## src/rtl/core/plc_pkg.sv

```systemverilog
// Shared types and constants of the per-address connection limiter.
// Depends on nothing; every other file refers to it by scoped names.
package plc_pkg;

  localparam int unsigned DefEntries = 256;
  localparam int unsigned KeyW       = 32;
  localparam int unsigned CountW     = 16;
  localparam int unsigned RspDepth   = 2;
  localparam int unsigned ApbAddrW   = 3;
  localparam int unsigned ApbDataW   = 32;
  localparam logic [CountW-1:0] MaxReset = CountW'(16);

  // register index, taken from paddr[2]
  localparam logic RegMaxPerAddr = 1'b0;

  typedef enum logic {
    KindAdd    = 1'b0,
    KindRemove = 1'b1
  } plc_kind_e;

  typedef enum logic [1:0] {
    StDone    = 2'd0,
    StRefused = 2'd1,
    StFull    = 2'd2,
    StAbsent  = 2'd3
  } plc_status_e;

  // one table entry held by a cell
  typedef struct packed {
    logic              valid;
    logic [KeyW-1:0]   key;
    logic [CountW-1:0] count;
  } plc_ent_t;

  // operation word travelling down the cell chain
  typedef struct packed {
    logic              active;
    plc_kind_e         kind;
    logic [KeyW-1:0]   key;
    logic              done;
    logic              shift;
    plc_status_e       status;
    logic [CountW-1:0] count;
  } plc_word_t;

  typedef struct packed {
    plc_status_e       status;
    logic [CountW-1:0] count;
  } plc_rsp_t;

endpackage

```

## src/rtl/core/plc_cfg_regs.sv

```systemverilog
// APB-style configuration register of the connection limiter.
// Depends on plc_pkg.
module plc_cfg_regs (
  input  logic                         clk_i,
  input  logic                         rst_ni,
  input  logic                         psel,
  input  logic                         penable,
  input  logic                         pwrite,
  input  logic [plc_pkg::ApbAddrW-1:0] paddr,
  input  logic [plc_pkg::ApbDataW-1:0] pwdata,
  output logic [plc_pkg::ApbDataW-1:0] prdata,
  output logic                         pready,
  output logic [plc_pkg::CountW-1:0]   max_o
);

  logic [plc_pkg::CountW-1:0] max_q, max_d;
  logic                       sel_max;

  assign pready  = 1'b1;
  assign sel_max = (paddr[2] == plc_pkg::RegMaxPerAddr);

  always_comb begin
    max_d = max_q;
    if (psel && penable && pwrite && sel_max) begin
      max_d = pwdata[plc_pkg::CountW-1:0];
    end
  end

  always_ff @(posedge clk_i or negedge rst_ni) begin
    if (!rst_ni) begin
      max_q <= plc_pkg::MaxReset;
    end else begin
      max_q <= max_d;
    end
  end

  assign prdata = sel_max ? plc_pkg::ApbDataW'(max_q) : '0;
  assign max_o  = max_q;

endmodule

```

## config.mk

```make
export PLATFORM = sky130hd
export DESIGN_NAME = plc_cfg_regs
export DESIGN_NICKNAME = d
export VERILOG_FILES = /design/src/rtl/core/plc_pkg.sv /design/src/rtl/core/plc_cfg_regs.sv
export SDC_FILE = /design/constraint.sdc
export NUM_CORES = 1
export LEC_CHECK = 0
export ABC_AREA = 1
export BUFFER_PORTS_ARGS = -buffer_cell sky130_fd_sc_hd__buf_2
export CAP_MARGIN = 5
export CORE_MARGIN = 2
export CORE_UTILIZATION = 23
export DETAILED_ROUTE_END_ITERATION = 8
export GPL_TIMING_DRIVEN = 0
export PLACE_DENSITY = 0.64
export SKIP_CTS_REPAIR_TIMING = 1
export SYNTH_ARGS = -nofsm -noshare
export SYNTH_HDL_FRONTEND = slang
export SYNTH_SLANG_ARGS = --single-unit
```

## constraint.sdc

```tcl
create_clock -name clk_i -period 1.9 [get_ports clk_i]
set_clock_uncertainty 0.05 [all_clocks]
set_input_delay 0 -clock clk_i [delete_from_list [all_inputs] [get_ports clk_i]]
set_output_delay 0 -clock clk_i [all_outputs]
set_load 0.02 [all_outputs]
```

==> qor.csv <==
stage,metric,value,unit
status,status,"complete, no violations",
sta,hold_viol,0,
synth,netlist_area,940,um^2
layout,largest_reg_flops,16,
floorplanning,ioPinCount,89,
critical_path,r2r-end,max_o[4]$_DFFE_PN1P_,
critical_path,reg2reg_slack,1.15,ns
routing,drt-pass1-iter-count,4,
global_routing,grt_overflow_total,0,
layout,drive_gt1_share,38.5,%
layout,insertedDiodeCount,0,
clock_network,cts.clk_slew.worst_paths,0.06,ns
critical_path,rr_worst_depth,2,
power_and_ir_drop,peakVddDrop,324,uV
floorplanning,fp.coreArea,3970,um^2
routing,wl,2450,um
routing,vias_per_cell,3.63,
critical_path,max_stage_delay,0.54,ns
global_routing,grt_max_degree,17,
critical_path,crit_family,flip-flops,
clock_network,ctsRootBufferMaster,clkbuf_8,
global_routing,grt.total_usage,10.3,%
global_routing,grt_pass1_vias,789,
critical_path,required,1.85,ns
worst_hold_path,hold_path_class,in2reg,
critical_path,cp-start-kind,flip-flop,
sta,fmax,906,MHz
clock_network,cts_max_path_buffers,2,
layout,area_delta_synth_final,64.3,%
critical_path,path_buf_inv,2,
placed_design,pre_cts_ws,1.06,ns
floorplanning,die_h,67.9,um
layout,final_cell_mix,"54 x buf_2, 33 x nand2_1, 18 x buf_4",
floorplanning,start_util,23.7,%
routing,drtIter0Drc,9,
power_and_ir_drop,p_total,1.22,mW
sta,finalCritPeriodShare,58.1,%
routing,ant_nets,0,
clock_network,insertion_delay,0.25,ns
power_and_ir_drop,p_leak,0.961,nW
worst_hold_path,min_from,paddr[2],
routing,num_vias,956,
critical_path,path_class,reg2out,
sta,report.final.slew_viol_count,0,
critical_path,cp_max_fo,3,
critical_path,critPathArrivalTime,1.05,ns
floorplanning,dieWidth,67.9,um
sta,fin_crit,1.10,ns
synth,synth_compound_gate_area_share,0,%
critical_path,crit_cells,3,
flow_run,maxCapViolCount,0,
power_and_ir_drop,power.density,793,nW/um^2
routing,drc,0,
synth,synth_area_per_cell,7.52,um^2
synth,synth_top_area_cell,dfrtp_1,
routing,wl_per_cell,9.33,um
synth,synth_seq_area_share,42.7,%
synth,ys_top_cells_by_area,"dfrtp_1 40%, buf_4 14%, nand2_1 13%",
floorplanning,num_rows,23,
synth,netlist.area_leader.share,39.9,%
clock_network,cts_sinks,16,
synth,synth_xor_area_share,0,%
clock_network,numCtsBuffers,3,
floorplanning,die_area,4610,um^2
placed_design,portBuffers,52,
critical_path,endpoint_kind,output pin,
synth,yosys.area_share.simple,31.4,%
synth,synthesis.instances,125,
layout,finalCoreUtilization,38.9,%
synth,synth_top_family_by_area,simple AND/OR/NAND/NOR gates,
clock_network,h-tree-depth,1,
placed_design,dp_hpwl,1740,um
synth,synth_mux_area_share,0,%
worst_hold_path,min_to,max_o[10]$_DFFE_PN0P_,
synth,yosysWarnings,0,
critical_path,reg2reg_from,max_o[4]$_DFFE_PN1P_,
synth,synth_fa_ha_area_share,0,%
sta,final.setup.worst_slack,0.796,ns
worst_hold_path,holdPathStages,4,
sta,rsz0062_at_grt,false,
critical_path,slowest_stage,dfstp_2,
synth,synth_seq_cells,16,
sta,setup_tns,0,ns
sta,hold_slack,0.0360,ns
clock_network,cts_tree,yes,
placed_design,gp_congestion,0.713,
critical_path,worstPathCellList,"inv_1, nor2_1, buf_2",
layout,nNetsFinal,254,
global_routing,grt_pass1_wl,3510,um
synth,synth_cell_types,13,
layout,layout_commonest_cell,buf_2,
sta,setup_violations,0,
global_routing,antenna_found_initial,0,
-- cell usage after synthesis --
cell type / instances
nor2_8: 1
nand3_1: 16
dfstp_2: 1
buf_6: 2
buf_4: 18
nand2_4: 1
nand2_1: 33
buf_2: 2
dfrtp_1: 15
conb_1: 2
nor2_1: 16
inv_2: 1
inv_1: 17
-- per-stage QoR --
stage                     cell area [um^2]  instances
final                                 1540        263
after global routing                  1540        263
after CTS                             1370        246
after detailed placement              1320        242
after global placement                1320        242
after floorplan                        996        140
-- logic make-up (layout without fill, tap and decap cells) --
logic type | count (synthesis) | in the layout
simple gates | 67 | 67
buf+inv | 40 | 113
flops | 16 | 16
other cells | 2 | 17
-- report_power, final --
part,switching (mW),internal [mW]
clock network,0.117,0.184
logic,0.292,0.178
registers,0.0464,0.408
total,0.455,0.770
-- area by class of cell --
class,instances,area (um^2)
Multi-Input combinational cell,84,359
Inverter,18,67.6
Clock buffer,4,55.1
Buffer,22,168
Timing Repair Buffer,69,430
Tap cell,50,62.6
Fill cell,419,2430
Sequential cell,16,402
-- per-layer routing --
metal,track usage (%),routed length (um),up-vias
met4,7.25,54,0
met5,0,0,-
met1,12.0,1000,410
li1,-,-,512
met3,1.32,99,4
met2,17.5,1290,30
-- worst max path at each step --
stage / from / to / slack (ns)
floorplan: max_o[4]$_DFFE_PN1P_ / prdata[4] / 0.94
CTS: max_o[4]$_DFFE_PN1P_ / prdata[4] / 0.79
global route: max_o[4]$_DFFE_PN1P_ / prdata[4] / 0.69
finish: max_o[4]$_DFFE_PN1P_ / prdata[4] / 0.80
detailed placement: psel / max_o[1]$_DFFE_PN0P_ / 1.06
global placement: max_o[4]$_DFFE_PN1P_ / prdata[4] / 1.07
-- worst register-to-register path, cell delays in order, from the launching register on --
cell and delay, ns:
dfstp_2 0.54, nand2_1 0.05, nand2_1 0.05
(Power assumes the default switching activity.)
