==> src/rtl/core/plc_pkg.sv <==
// Shared types and constants of the per-address connection limiter.
// Depends on nothing; every other file refers to it by scoped names.
package plc_pkg;

  localparam int unsigned DefEntries = 256;
  localparam int unsigned KeyW       = 32;
  localparam int unsigned CountW     = 16;
  localparam int unsigned RspDepth   = 2;
  localparam int unsigned ApbAddrW   = 3;
  localparam int unsigned ApbDataW   = 32;
  localparam logic [CountW-1:0] MaxReset = CountW'(16);

  // register index, taken from paddr[2]
  localparam logic RegMaxPerAddr = 1'b0;

  typedef enum logic {
    KindAdd    = 1'b0,
    KindRemove = 1'b1
  } plc_kind_e;

  typedef enum logic [1:0] {
    StDone    = 2'd0,
    StRefused = 2'd1,
    StFull    = 2'd2,
    StAbsent  = 2'd3
  } plc_status_e;

  // one table entry held by a cell
  typedef struct packed {
    logic              valid;
    logic [KeyW-1:0]   key;
    logic [CountW-1:0] count;
  } plc_ent_t;

  // operation word travelling down the cell chain
  typedef struct packed {
    logic              active;
    plc_kind_e         kind;
    logic [KeyW-1:0]   key;
    logic              done;
    logic              shift;
    plc_status_e       status;
    logic [CountW-1:0] count;
  } plc_word_t;

  typedef struct packed {
    plc_status_e       status;
    logic [CountW-1:0] count;
  } plc_rsp_t;

endpackage

==> src/rtl/core/plc_rsp_buf.sv <==
// Small result queue between the cell chain and the response channel.
// Depends on plc_pkg.
module plc_rsp_buf (
  input  logic              clk_i,
  input  logic              rst_ni,
  input  logic              push_i,
  input  plc_pkg::plc_rsp_t data_i,
  input  logic              pop_i,
  output logic              valid_o,
  output logic              room_o,
  output plc_pkg::plc_rsp_t data_o
);

  localparam int unsigned PtrW = (plc_pkg::RspDepth > 1) ? $clog2(plc_pkg::RspDepth) : 1;
  localparam int unsigned CntW = $clog2(plc_pkg::RspDepth + 1);

  plc_pkg::plc_rsp_t mem_q [plc_pkg::RspDepth];
  logic [PtrW-1:0]   wr_q, wr_d, rd_q, rd_d;
  logic [CntW-1:0]   cnt_q, cnt_d;
  logic              do_pop;

  assign valid_o = (cnt_q != '0);
  assign do_pop  = pop_i && valid_o;
  assign data_o  = mem_q[rd_q];
  // room for one more word once any word leaves this cycle
  assign room_o  = (cnt_q < CntW'(plc_pkg::RspDepth)) || do_pop;

  always_comb begin
    wr_d  = wr_q;
    rd_d  = rd_q;
    cnt_d = cnt_q;
    if (push_i) begin
      wr_d = (wr_q == PtrW'(plc_pkg::RspDepth - 1)) ? '0 : wr_q + PtrW'(1);
    end
    if (do_pop) begin
      rd_d = (rd_q == PtrW'(plc_pkg::RspDepth - 1)) ? '0 : rd_q + PtrW'(1);
    end
    if (push_i && !do_pop) begin
      cnt_d = cnt_q + CntW'(1);
    end else if (!push_i && do_pop) begin
      cnt_d = cnt_q - CntW'(1);
    end
  end

  always_ff @(posedge clk_i or negedge rst_ni) begin
    if (!rst_ni) begin
      wr_q  <= '0;
      rd_q  <= '0;
      cnt_q <= '0;
    end else begin
      wr_q  <= wr_d;
      rd_q  <= rd_d;
      cnt_q <= cnt_d;
    end
  end

  always_ff @(posedge clk_i) begin
    if (push_i) begin
      mem_q[wr_q] <= data_i;
    end
  end

endmodule

==> config.mk <==
export PLATFORM = sky130hd
export DESIGN_NAME = plc_rsp_buf
export DESIGN_NICKNAME = d
export VERILOG_FILES = /design/src/rtl/core/plc_pkg.sv /design/src/rtl/core/plc_rsp_buf.sv
export SDC_FILE = /design/constraint.sdc
export NUM_CORES = 1
export LEC_CHECK = 0
export ABC_AREA = 1
export BUFFER_PORTS_ARGS = -buffer_cell sky130_fd_sc_hd__buf_2
export CORE_UTILIZATION = 40
export DETAILED_ROUTE_END_ITERATION = 10
export GPL_ROUTABILITY_DRIVEN = 0
export GPL_TIMING_DRIVEN = 0
export SLEW_MARGIN = 20
export SYNTH_ARGS = -nofsm -noshare
export SYNTH_HDL_FRONTEND = slang
export SYNTH_SLANG_ARGS = --single-unit
==> constraint.sdc <==
create_clock -name clk_i -period 2.27 [get_ports clk_i]
set_clock_uncertainty 0.1 [all_clocks]
set_input_delay 0.227 -clock clk_i [delete_from_list [all_inputs] [get_ports clk_i]]
set_output_delay 0.227 -clock clk_i [all_outputs]
set_load 0.005 [all_outputs]
==> results <==
- The run finished with clean final reports.
- For this run, the total global-route usage over all layers was measured as 15.1%.
- The initial standard-cell utilization of the core is 41.9%.
- Max-cap violations in this run came to 0.
- The number of max-slew violations in the final report came to 0.
- The worst-margin pin slew is 0.737 ns.
- Dividing the detail-routed wire length by the instance count gives 11.9 um.
- The worst setup slack after layout is 0.666 ns.
- The synthesized design contains 40 register bits.
- After synthesis the cells add up to 1540 um^2.
- The number of global-route vias before repair is 1042.
- The number of hold buffers added after CTS was 1.
- The clock drives 40 sinks.
- The HPWL after detailed placement is 1820 um.
- The type of the worst setup path is reg -> out.
- Traced cell by cell, the critical path runs through inv_2, buf_4, nand2_1, nand2_1, buf_2.
- The post-route antenna net violation count is 0.
- The worst setup path is captured at a primary output.
- In the routed layout, each cell is associated on average with a via count of 4.49.
- Setup violations remaining at the end of the flow were counted as 0.
- The number of standard cells after synthesis is 121.
- The worst-case IR drop observed on VDD is 599 uV.
- Global routing finished with a remaining overflow of 0.
- The largest individual stage delay along the critical path comes from the cell sky130_fd_sc_hd__dfrtp_1.
- The I/O pin total is 42.
- Summed over all cells, the static leakage comes to 0.000863 uW.
- In this run the mean area of a mapped cell was 12.8 um^2.
- Measured along the x axis, the die boundary spans 64.1 um.
- Entering global routing, the biggest net connects 19 pins.
- The final layout contains 194 nets.
- The relative area change from synthesis to final layout is 24.2%.
- Row generation in the floorplan step produced 22 rows.
- 0 antenna diodes ended up in the layout.
- The final period utilization is 70.7%.
- STA puts the critical path data required time at 1.94 ns.
- The number of buffers inserted during clock tree synthesis is 5.
- Setup repair after global routing left no endpoint under its margin.
- Clock latency on the worst-skew pair, taken at its later pin, is 0.29 ns.
- The leading cell type in the layout, fill and taps excluded is sky130_fd_sc_hd__nand2_1.
- After layout, the minimum clock period comes to 1.60 ns.
- The total iterations of the first detailed-routing run is 4.
- The detailed-route wire length is 2610 um.
- The root cell of the clock tree is sky130_fd_sc_hd__clkbuf_8.
- The type of origin of the critical path is a register.
- The initial antenna violation count is 0.
- For this block, the initial DRC count from the detailed router was 27.
- TritonCTS built the clock tree.
- The delay of the slowest cell on the worst path is 0.40 ns.
- The worst hold path belongs to the class in -> reg.
- Hold is met by 0.0207 ns.
- After clock tree synthesis, the setup repair step added 0 buffers.
- Dividing total power by cell area gives a power density of 1170 nW/um^2.
- The highest fanout seen on the critical path is 10.
- The post-synth net total is 144.
- The post-route netlist has 33.9% of its cells at a drive strength greater than 1.
- The DRC violation count after routing is 0.
- The accumulated negative setup slack is 0 ns.
- The clock passes through at most 2 buffers.
- The floorplan step defined a die boundary enclosing 4110 um^2.
- The final hold violation count is 0.
- The first global-routing pass estimated 4450 um of wire.
- The setup slack after placement is 0.766 ns.
- Yosys printed 0 warnings.
- The most numerous cell on the critical path is sky130_fd_sc_hd__nand2_1.
- The area of the core is 3690 um^2.
- Based on the critical path, the design can be clocked at up to 0.623 GHz.
- After clock tree synthesis, the clock-pin slew on the worst setup and hold paths is 0.07 ns.
- The die span in y is 64.1 um.
- Gates resized during post-CTS repair numbered 0.
- The deepest level of the CTS H-tree is 2.
- The detailed-route via count is 984.
- In the layout the commonest cells are sky130_fd_sc_hd__nand2_1 (61), sky130_fd_sc_hd__buf_2 (41), sky130_fd_sc_hd__edfxtp_1 (36), sky130_fd_sc_hd__inv_1 (5), sky130_fd_sc_hd__clkbuf_8 (5).
- Data on the critical path arrives at its endpoint at 1.28 ns.
- Sequential elements use 76.5% of the synthesized area.
- The remaining max-slew budget at the tightest pin is 50.8%.
- Buffers placed on the I/O ports in this run total 41.
- Counting distinct cell types in the post-synthesis netlist gives 15.
-- power breakdown --
part | leakage, uW | internal (uW) | total (uW) | switching [uW]
Clock | 0.0000400 | 208 | 439 | 231
Combinational | 0.000437 | 324 | 754 | 430
Sequential | 0.000385 | 988 | 1050 | 60.0
-- logic make-up (layout without fill, tap and decap cells) --
group | count (synthesis) | count (layout) | synth area share (%)
adder cells (fa/ha/maj) | 1 | 1 | 0.810
XOR/XNOR | 2 | 2 | 1.13
buffers and inverters | 10 | 60 | 4.21
flip-flops | 40 | 40 | 76.5
AND/OR/NAND/NOR | 68 | 68 | 17.3
-- through the flow --
step                std cells  total power (uW)  instance area, um^2  util (%)
floorplan                 121              1510                 1540         -
global placement          210              1800                 1810      49.1
detailed placement        211              1830                 1830      49.5
CTS                       219              2270                 1920      52.0
global route              219              2410                 1920      52.0
finish                    219              2240                 1920      52.0
-- worst max-delay path: cells and delay by family, from the launching register on --
family | cells | cell delay [ns]
buffers and inverters | 3 | 0.47
flip-flops | 1 | 0.40
AND/OR/NAND/NOR | 2 | 0.12
-- registers in the layout, summed over array words and instances, names as in the netlist --
name   count
wr_q       1
cnt_q      2
mem_q     36
rd_q       1
-- layer usage --
layer	up-vias	wire length [um]	GRT usage, %
met2	39	1350	26.3
li1	496	-	-
met4	0	45	6.94
met5	-	0	0
met1	442	1040	15.7
met3	7	176	6.25
-- area by class of cell --
class                      count  area (um^2)
sequential                    40         1180
clock inverter                 2         12.5
buffer                         3         38.8
clock buffer                   5         68.8
tap                           48         60.1
inverter                       7         26.3
multi-input combinational     71          300
fill                         329         1770
timing repair buffer          43          230
-- worst paths after layout --
check                           start            to  slack (ns)  cells after the start
setup / recovery                 rd_q    data_o[11]        0.67                      5
hold / removal             data_i[13]  mem_q[1][13]        0.02                      1
setup reg to reg                 wr_q  mem_q[1][11]        0.81                      2
hold reg to reg              cnt_q[1]      cnt_q[1]        0.40                      2
max in group asynchronous      rst_ni          rd_q        1.79                      2
min in group asynchronous      rst_ni      cnt_q[0]        0.16                      2
-- Yosys cell counts --
master / count / area (um^2)
sky130_fd_sc_hd__buf_12: 1 / 20.0
sky130_fd_sc_hd__buf_4: 1 / 7.51
sky130_fd_sc_hd__buf_6: 1 / 11.3
sky130_fd_sc_hd__dfrtp_1: 4 / 100
sky130_fd_sc_hd__edfxtp_1: 36 / 1080
sky130_fd_sc_hd__ha_1: 1 / 12.5
sky130_fd_sc_hd__inv_1: 5 / 18.8
sky130_fd_sc_hd__inv_2: 2 / 7.51
sky130_fd_sc_hd__nand2_1: 61 / 229
sky130_fd_sc_hd__nand2_2: 3 / 18.8
sky130_fd_sc_hd__nand3_1: 2 / 10.0
sky130_fd_sc_hd__nand4_1: 1 / 6.26
sky130_fd_sc_hd__nor2_1: 1 / 3.75
sky130_fd_sc_hd__xnor2_1: 1 / 8.76
sky130_fd_sc_hd__xor2_1: 1 / 8.76
Note: power is estimated with default switching activity, not from simulation.
