File: config.mk
export PLATFORM = sky130hd
export DESIGN_NAME = plc_cell
export DESIGN_NICKNAME = d
export VERILOG_FILES = /design/src/rtl/core/plc_pkg.sv /design/src/rtl/core/plc_cell.sv
export SDC_FILE = /design/constraint.sdc
export NUM_CORES = 1
export LEC_CHECK = 0
export ABC_CLOCK_PERIOD_IN_PS = 6400
export BUFFER_PORTS_ARGS = -buffer_cell sky130_fd_sc_hd__clkbuf_2
export CAP_MARGIN = 20
export CORE_MARGIN = 5
export CORE_UTILIZATION = 49
export CTS_CLUSTER_DIAMETER = 100
export DETAILED_ROUTE_END_ITERATION = 16
export HOLD_SLACK_MARGIN = 0.12
export PLACE_DENSITY = 0.91
export SYNTH_ARGS = -nofsm -noshare
export SYNTH_HDL_FRONTEND = slang
export SYNTH_SLANG_ARGS = --single-unit
File: constraint.sdc
create_clock -name clk_i -period 6.4 [get_ports clk_i]
set_clock_uncertainty 0.15 [all_clocks]
set_input_delay 0.32 -clock clk_i [delete_from_list [all_inputs] [get_ports clk_i]]
set_output_delay 0.32 -clock clk_i [all_outputs]
set_load 0.005 [all_outputs]
File: src/rtl/core/plc_pkg.sv
// Shared types and constants of the per-address connection limiter.
// Depends on nothing; every other file refers to it by scoped names.
package plc_pkg;

  localparam int unsigned DefEntries = 256;
  localparam int unsigned KeyW       = 32;
  localparam int unsigned CountW     = 16;
  localparam int unsigned RspDepth   = 2;
  localparam int unsigned ApbAddrW   = 3;
  localparam int unsigned ApbDataW   = 32;
  localparam logic [CountW-1:0] MaxReset = CountW'(16);

  // register index, taken from paddr[2]
  localparam logic RegMaxPerAddr = 1'b0;

  typedef enum logic {
    KindAdd    = 1'b0,
    KindRemove = 1'b1
  } plc_kind_e;

  typedef enum logic [1:0] {
    StDone    = 2'd0,
    StRefused = 2'd1,
    StFull    = 2'd2,
    StAbsent  = 2'd3
  } plc_status_e;

  // one table entry held by a cell
  typedef struct packed {
    logic              valid;
    logic [KeyW-1:0]   key;
    logic [CountW-1:0] count;
  } plc_ent_t;

  // operation word travelling down the cell chain
  typedef struct packed {
    logic              active;
    plc_kind_e         kind;
    logic [KeyW-1:0]   key;
    logic              done;
    logic              shift;
    plc_status_e       status;
    logic [CountW-1:0] count;
  } plc_word_t;

  typedef struct packed {
    plc_status_e       status;
    logic [CountW-1:0] count;
  } plc_rsp_t;

endpackage

File: src/rtl/core/plc_cell.sv
// One cell of the limiter table: holds one entry and one stage of the word chain.
// Depends on plc_pkg.
module plc_cell (
  input  logic                       clk_i,
  input  logic                       rst_ni,
  input  logic [plc_pkg::CountW-1:0] max_i,
  input  plc_pkg::plc_word_t         word_i,
  output plc_pkg::plc_word_t         word_o,
  input  plc_pkg::plc_ent_t          nbr_i,
  output plc_pkg::plc_ent_t          ent_o
);

  logic                       valid_q, valid_d;
  logic [plc_pkg::KeyW-1:0]   key_q, key_d;
  logic [plc_pkg::CountW-1:0] cnt_q, cnt_d;
  logic                       act_q;
  plc_pkg::plc_word_t         word_q, word_d;
  logic                       hit;
  logic [plc_pkg::CountW-1:0] dec;

  assign hit = valid_q && (key_q == word_i.key);
  assign dec = cnt_q - plc_pkg::CountW'(1);

  always_comb begin
    valid_d = valid_q;
    key_d   = key_q;
    cnt_d   = cnt_q;
    word_d  = word_i;
    if (word_i.active) begin
      if (word_i.shift) begin
        // close the gap left upstream: take the neighbor's entry
        valid_d = nbr_i.valid;
        key_d   = nbr_i.key;
        cnt_d   = nbr_i.count;
      end else if (!word_i.done) begin
        if (hit) begin
          word_d.done   = 1'b1;
          word_d.status = plc_pkg::StDone;
          if (word_i.kind == plc_pkg::KindAdd) begin
            if (cnt_q >= max_i) begin
              word_d.status = plc_pkg::StRefused;
              word_d.count  = cnt_q;
            end else begin
              cnt_d        = cnt_q + plc_pkg::CountW'(1);
              word_d.count = cnt_q + plc_pkg::CountW'(1);
            end
          end else begin
            word_d.count = dec;
            if (dec == '0) begin
              valid_d      = nbr_i.valid;
              key_d        = nbr_i.key;
              cnt_d        = nbr_i.count;
              word_d.shift = 1'b1;
            end else begin
              cnt_d = dec;
            end
          end
        end else if (!valid_q) begin
          // first free cell ends the valid prefix: key is absent
          word_d.done = 1'b1;
          if (word_i.kind == plc_pkg::KindAdd) begin
            valid_d       = 1'b1;
            key_d         = word_i.key;
            cnt_d         = plc_pkg::CountW'(1);
            word_d.status = plc_pkg::StDone;
            word_d.count  = plc_pkg::CountW'(1);
          end else begin
            word_d.status = plc_pkg::StAbsent;
            word_d.count  = '0;
          end
        end
      end
    end
  end

  always_ff @(posedge clk_i or negedge rst_ni) begin
    if (!rst_ni) begin
      valid_q <= 1'b0;
      act_q   <= 1'b0;
    end else begin
      valid_q <= valid_d;
      act_q   <= word_i.active;
    end
  end

  always_ff @(posedge clk_i) begin
    key_q  <= key_d;
    cnt_q  <= cnt_d;
    word_q <= word_d;
  end

  always_comb begin
    word_o        = word_q;
    word_o.active = act_q;
  end

  assign ent_o = '{valid: valid_q, key: key_q, count: cnt_q};

endmodule

==> qor.txt <==
H-tree Lvls: 3
Hold path start: nbr_i[44]
WL final: 20000 microns
Largest area contributor in the netlist: edfxtp_1
Worst-skew pair later-pin latency: 0.38 ns
Hold depth: 2
Final min period: 4.26 ns
Distinct cells, synth: 67
Slew headroom: 28.4%
Initial DRC count: 266
CORE AREA: 0.0108 sq mm
Mapped Avg Cell Area: 11.1 sq um
Reg-to-reg slack, setup: 2.14 ns
DR pass1 iterations: 4
IO Pins: 224
Root buffer selected by CTS: clkbuf_8
Crit-path max FO: 32
Fin Setup TNS: 0 ns
Share of Yosys cell area claimed by the top area cell type: 26.7%
Via count: 5355
Critical R2R Capture: key_q[2]$_DFFE_PP_
Cell Pwr Density: 195 mW/mm^2
Worst vdd ir: 0.137 mV
Fraction of layout cells with a size suffix above 1: 36.6%
Ys flop type: dfxtp_1
CP Data Required Time: 6.25 ns
Final Cell Area: 0.00776 sq mm
Grt total ovfl: 0
Asr flop ratio synth: 1.94%
First-pass GRT wire length: 30300 microns
RSZ-0062 raised after global routing: false
Final hold vios: 0
Routed Antenna Nets: 0
Vert. Die Dim: 115 microns
Initial core utilization: 50.0%
Clock Sinks: 103
Top post-synthesis cells by area: edfxtp_1 (27%), dfxtp_1 (20%), xor2_1 (7.0%)
LEAKAGE: 3.49 nW
Syn_nets: 624
GPL Wtd Cong: 0.912
Sequential fraction of the synthesis area: 47.3%
Final #Nets: 933
Outcome: complete, no violations
Area delta synth->final: 43.9%
Crit. End Element: register
TritonCTS clock tree: yes
EDFF count, synth: 48
Setup CP Type: register to register
Post-Syn Instances: 484
Worst Path Arrival: 4.10 ns
Vias in the first global route: 5550
Worst hold endpoint: key_q[28]$_DFFE_PP_
Die width: 115 microns
IO buf count: 223
Hold Crit Class: input port to register
Maximum clock frequency: 0.235 GHz
Avg WL per Cell: 21.3 microns
Utilization after layout: 71.9%
Largest net degree at the start of global routing: 36
FF+latch count, synth: 103
Placed inst area: 0.00662 sq mm
Final Setup Violations: 0
CTS Buf Count: 9
Reg2Reg Launch Point: cnt_q[0]$_DFFE_PP_
Clock slew at reported path FFs: 0.10 ns
Row count: 38
DP HPWL: 13400 microns
Die area: 0.0132 sq mm
Max-cap violations: 0
YS warnings: 0
Post-synth top cells: dfxtp_1 (53), edfxtp_1 (48), xor2_1 (43)
Final period util: 66.5%
All-Layer GR Usage: 29.7%
DR vias/cell: 5.71
Setup crit start kind: register
Antenna Cells: 0
Initial antenna violation count: 0
DRC violations left: 0
Max clock buf depth: 2
Slew @ Worst Pin: 1.07 ns
Count leader, synth: dfxtp_1
Cell area after synthesis: 0.00539 sq mm
Path depth of the worst reg2reg path: 9
Post-CTS Setup Bufs: 0
Max-slew violations: 0
worst max-delay path, stage by stage, from the launching register on:
cell and delay (ns):
edfxtp_1 0.57, inv_1 0.25, ha_1 0.29, nor3b_2 0.63
nand4_1 0.21, xor2_1 0.31, nand3_2 0.24, nor2_8 0.22
nand2_1 0.11, a21boi_4 0.87
per-stage QoR:
step | setup slack [ns] | total power, W | std cells | hold slack, ns
5_1_grt | 1.79 | 0.00157 | 938 | 0.132
3_3_place_gp | 2.39 | 0.00102 | 828 | -0.0455
4_1_cts | 2.18 | 0.00150 | 938 | 0.123
2_1_floorplan | 1.10 | 0.000908 | 484 | -0.126
3_5_place_dp | 2.22 | 0.00103 | 828 | -0.0409
6_report | 2.14 | 0.00151 | 938 | 0.130
cells by family (layout without fill, tap and decap cells):
family	after synthesis	in the layout	synth area share (%)
buf+inv	51	365	4.04
fa+ha+maj	19	19	4.41
mux	34	34	7.05
xor+xnor	52	52	8.44
flops	103	103	47.3
simple gates	118	118	13.2
compound gates	107	107	15.6
report_power, final:
part           switching (W)  internal [W]
Clock               0.000248      0.000186
Sequential         0.0000395      0.000735
Combinational       0.000150      0.000156
placed cells by master (no fill, tap or decap), types with 5 or more instances in the layout:
cell,instances
clkbuf_2,223
dlygate4sd3_1,94
dfxtp_1,53
edfxtp_1,48
xor2_1,43
mux2_2,32
inv_1,27
nand2_1,24
a22o_1,23
ha_1,19
nor2_1,17
nand4_1,12
o21ai_0,12
nor4_1,11
xnor2_1,9
o31ai_1,9
nand3_1,9
clkbuf_8,9
a21oi_1,7
a21o_1,7
a32o_1,6
o211ai_1,6
and2_1,5
nor2b_1,5
per-layer routing:
metal  GRT usage [%]  wire (microns)
met4            11.6             663
met3            7.32            1840
met2            51.9           10200
met1            35.1            7330
met5               0               0
final cells by class:
cell class                      instances  area [sq um]
Fill cell                             724          3030
Clock inverter                          7          76.3
Timing Repair Buffer                  321          2090
Tap cell                              140           175
Clock buffer                            9           124
Inverter                               28           105
Multi-Input combinational cell        330          2640
Sequential cell                       103          2550
flip-flops by register name (all words and copies together), names as in the netlist:
name	cells
act_q	1
word_o	53
cnt_q	16
key_q	32
valid_q	1
timing repair:
action | CTS | global route
hold buffers | 94 | 0
gates resized for setup | 0 | 0
endpoints found under the hold margin | 94 | 0
endpoints found under the setup margin | 0 | 0
how the worst max path moves through the flow:
stage / from / end / slack [ns] / cells after the start
6_report: cnt_q[0]$_DFFE_PP_ / key_q[2]$_DFFE_PP_ / 2.14 / 9
5_1_grt: cnt_q[0]$_DFFE_PP_ / key_q[2]$_DFFE_PP_ / 1.79 / 9
4_1_cts: cnt_q[0]$_DFFE_PP_ / key_q[29]$_DFFE_PP_ / 2.18 / 9
3_5_place_dp: cnt_q[0]$_DFFE_PP_ / key_q[25]$_DFFE_PP_ / 2.22 / 9
3_3_place_gp: cnt_q[0]$_DFFE_PP_ / key_q[15]$_DFFE_PP_ / 2.39 / 9
2_1_floorplan: key_q[23]$_DFFE_PP_ / key_q[0]$_DFFE_PP_ / 1.10 / 7
Note: power is estimated with default switching activity, not from simulation.
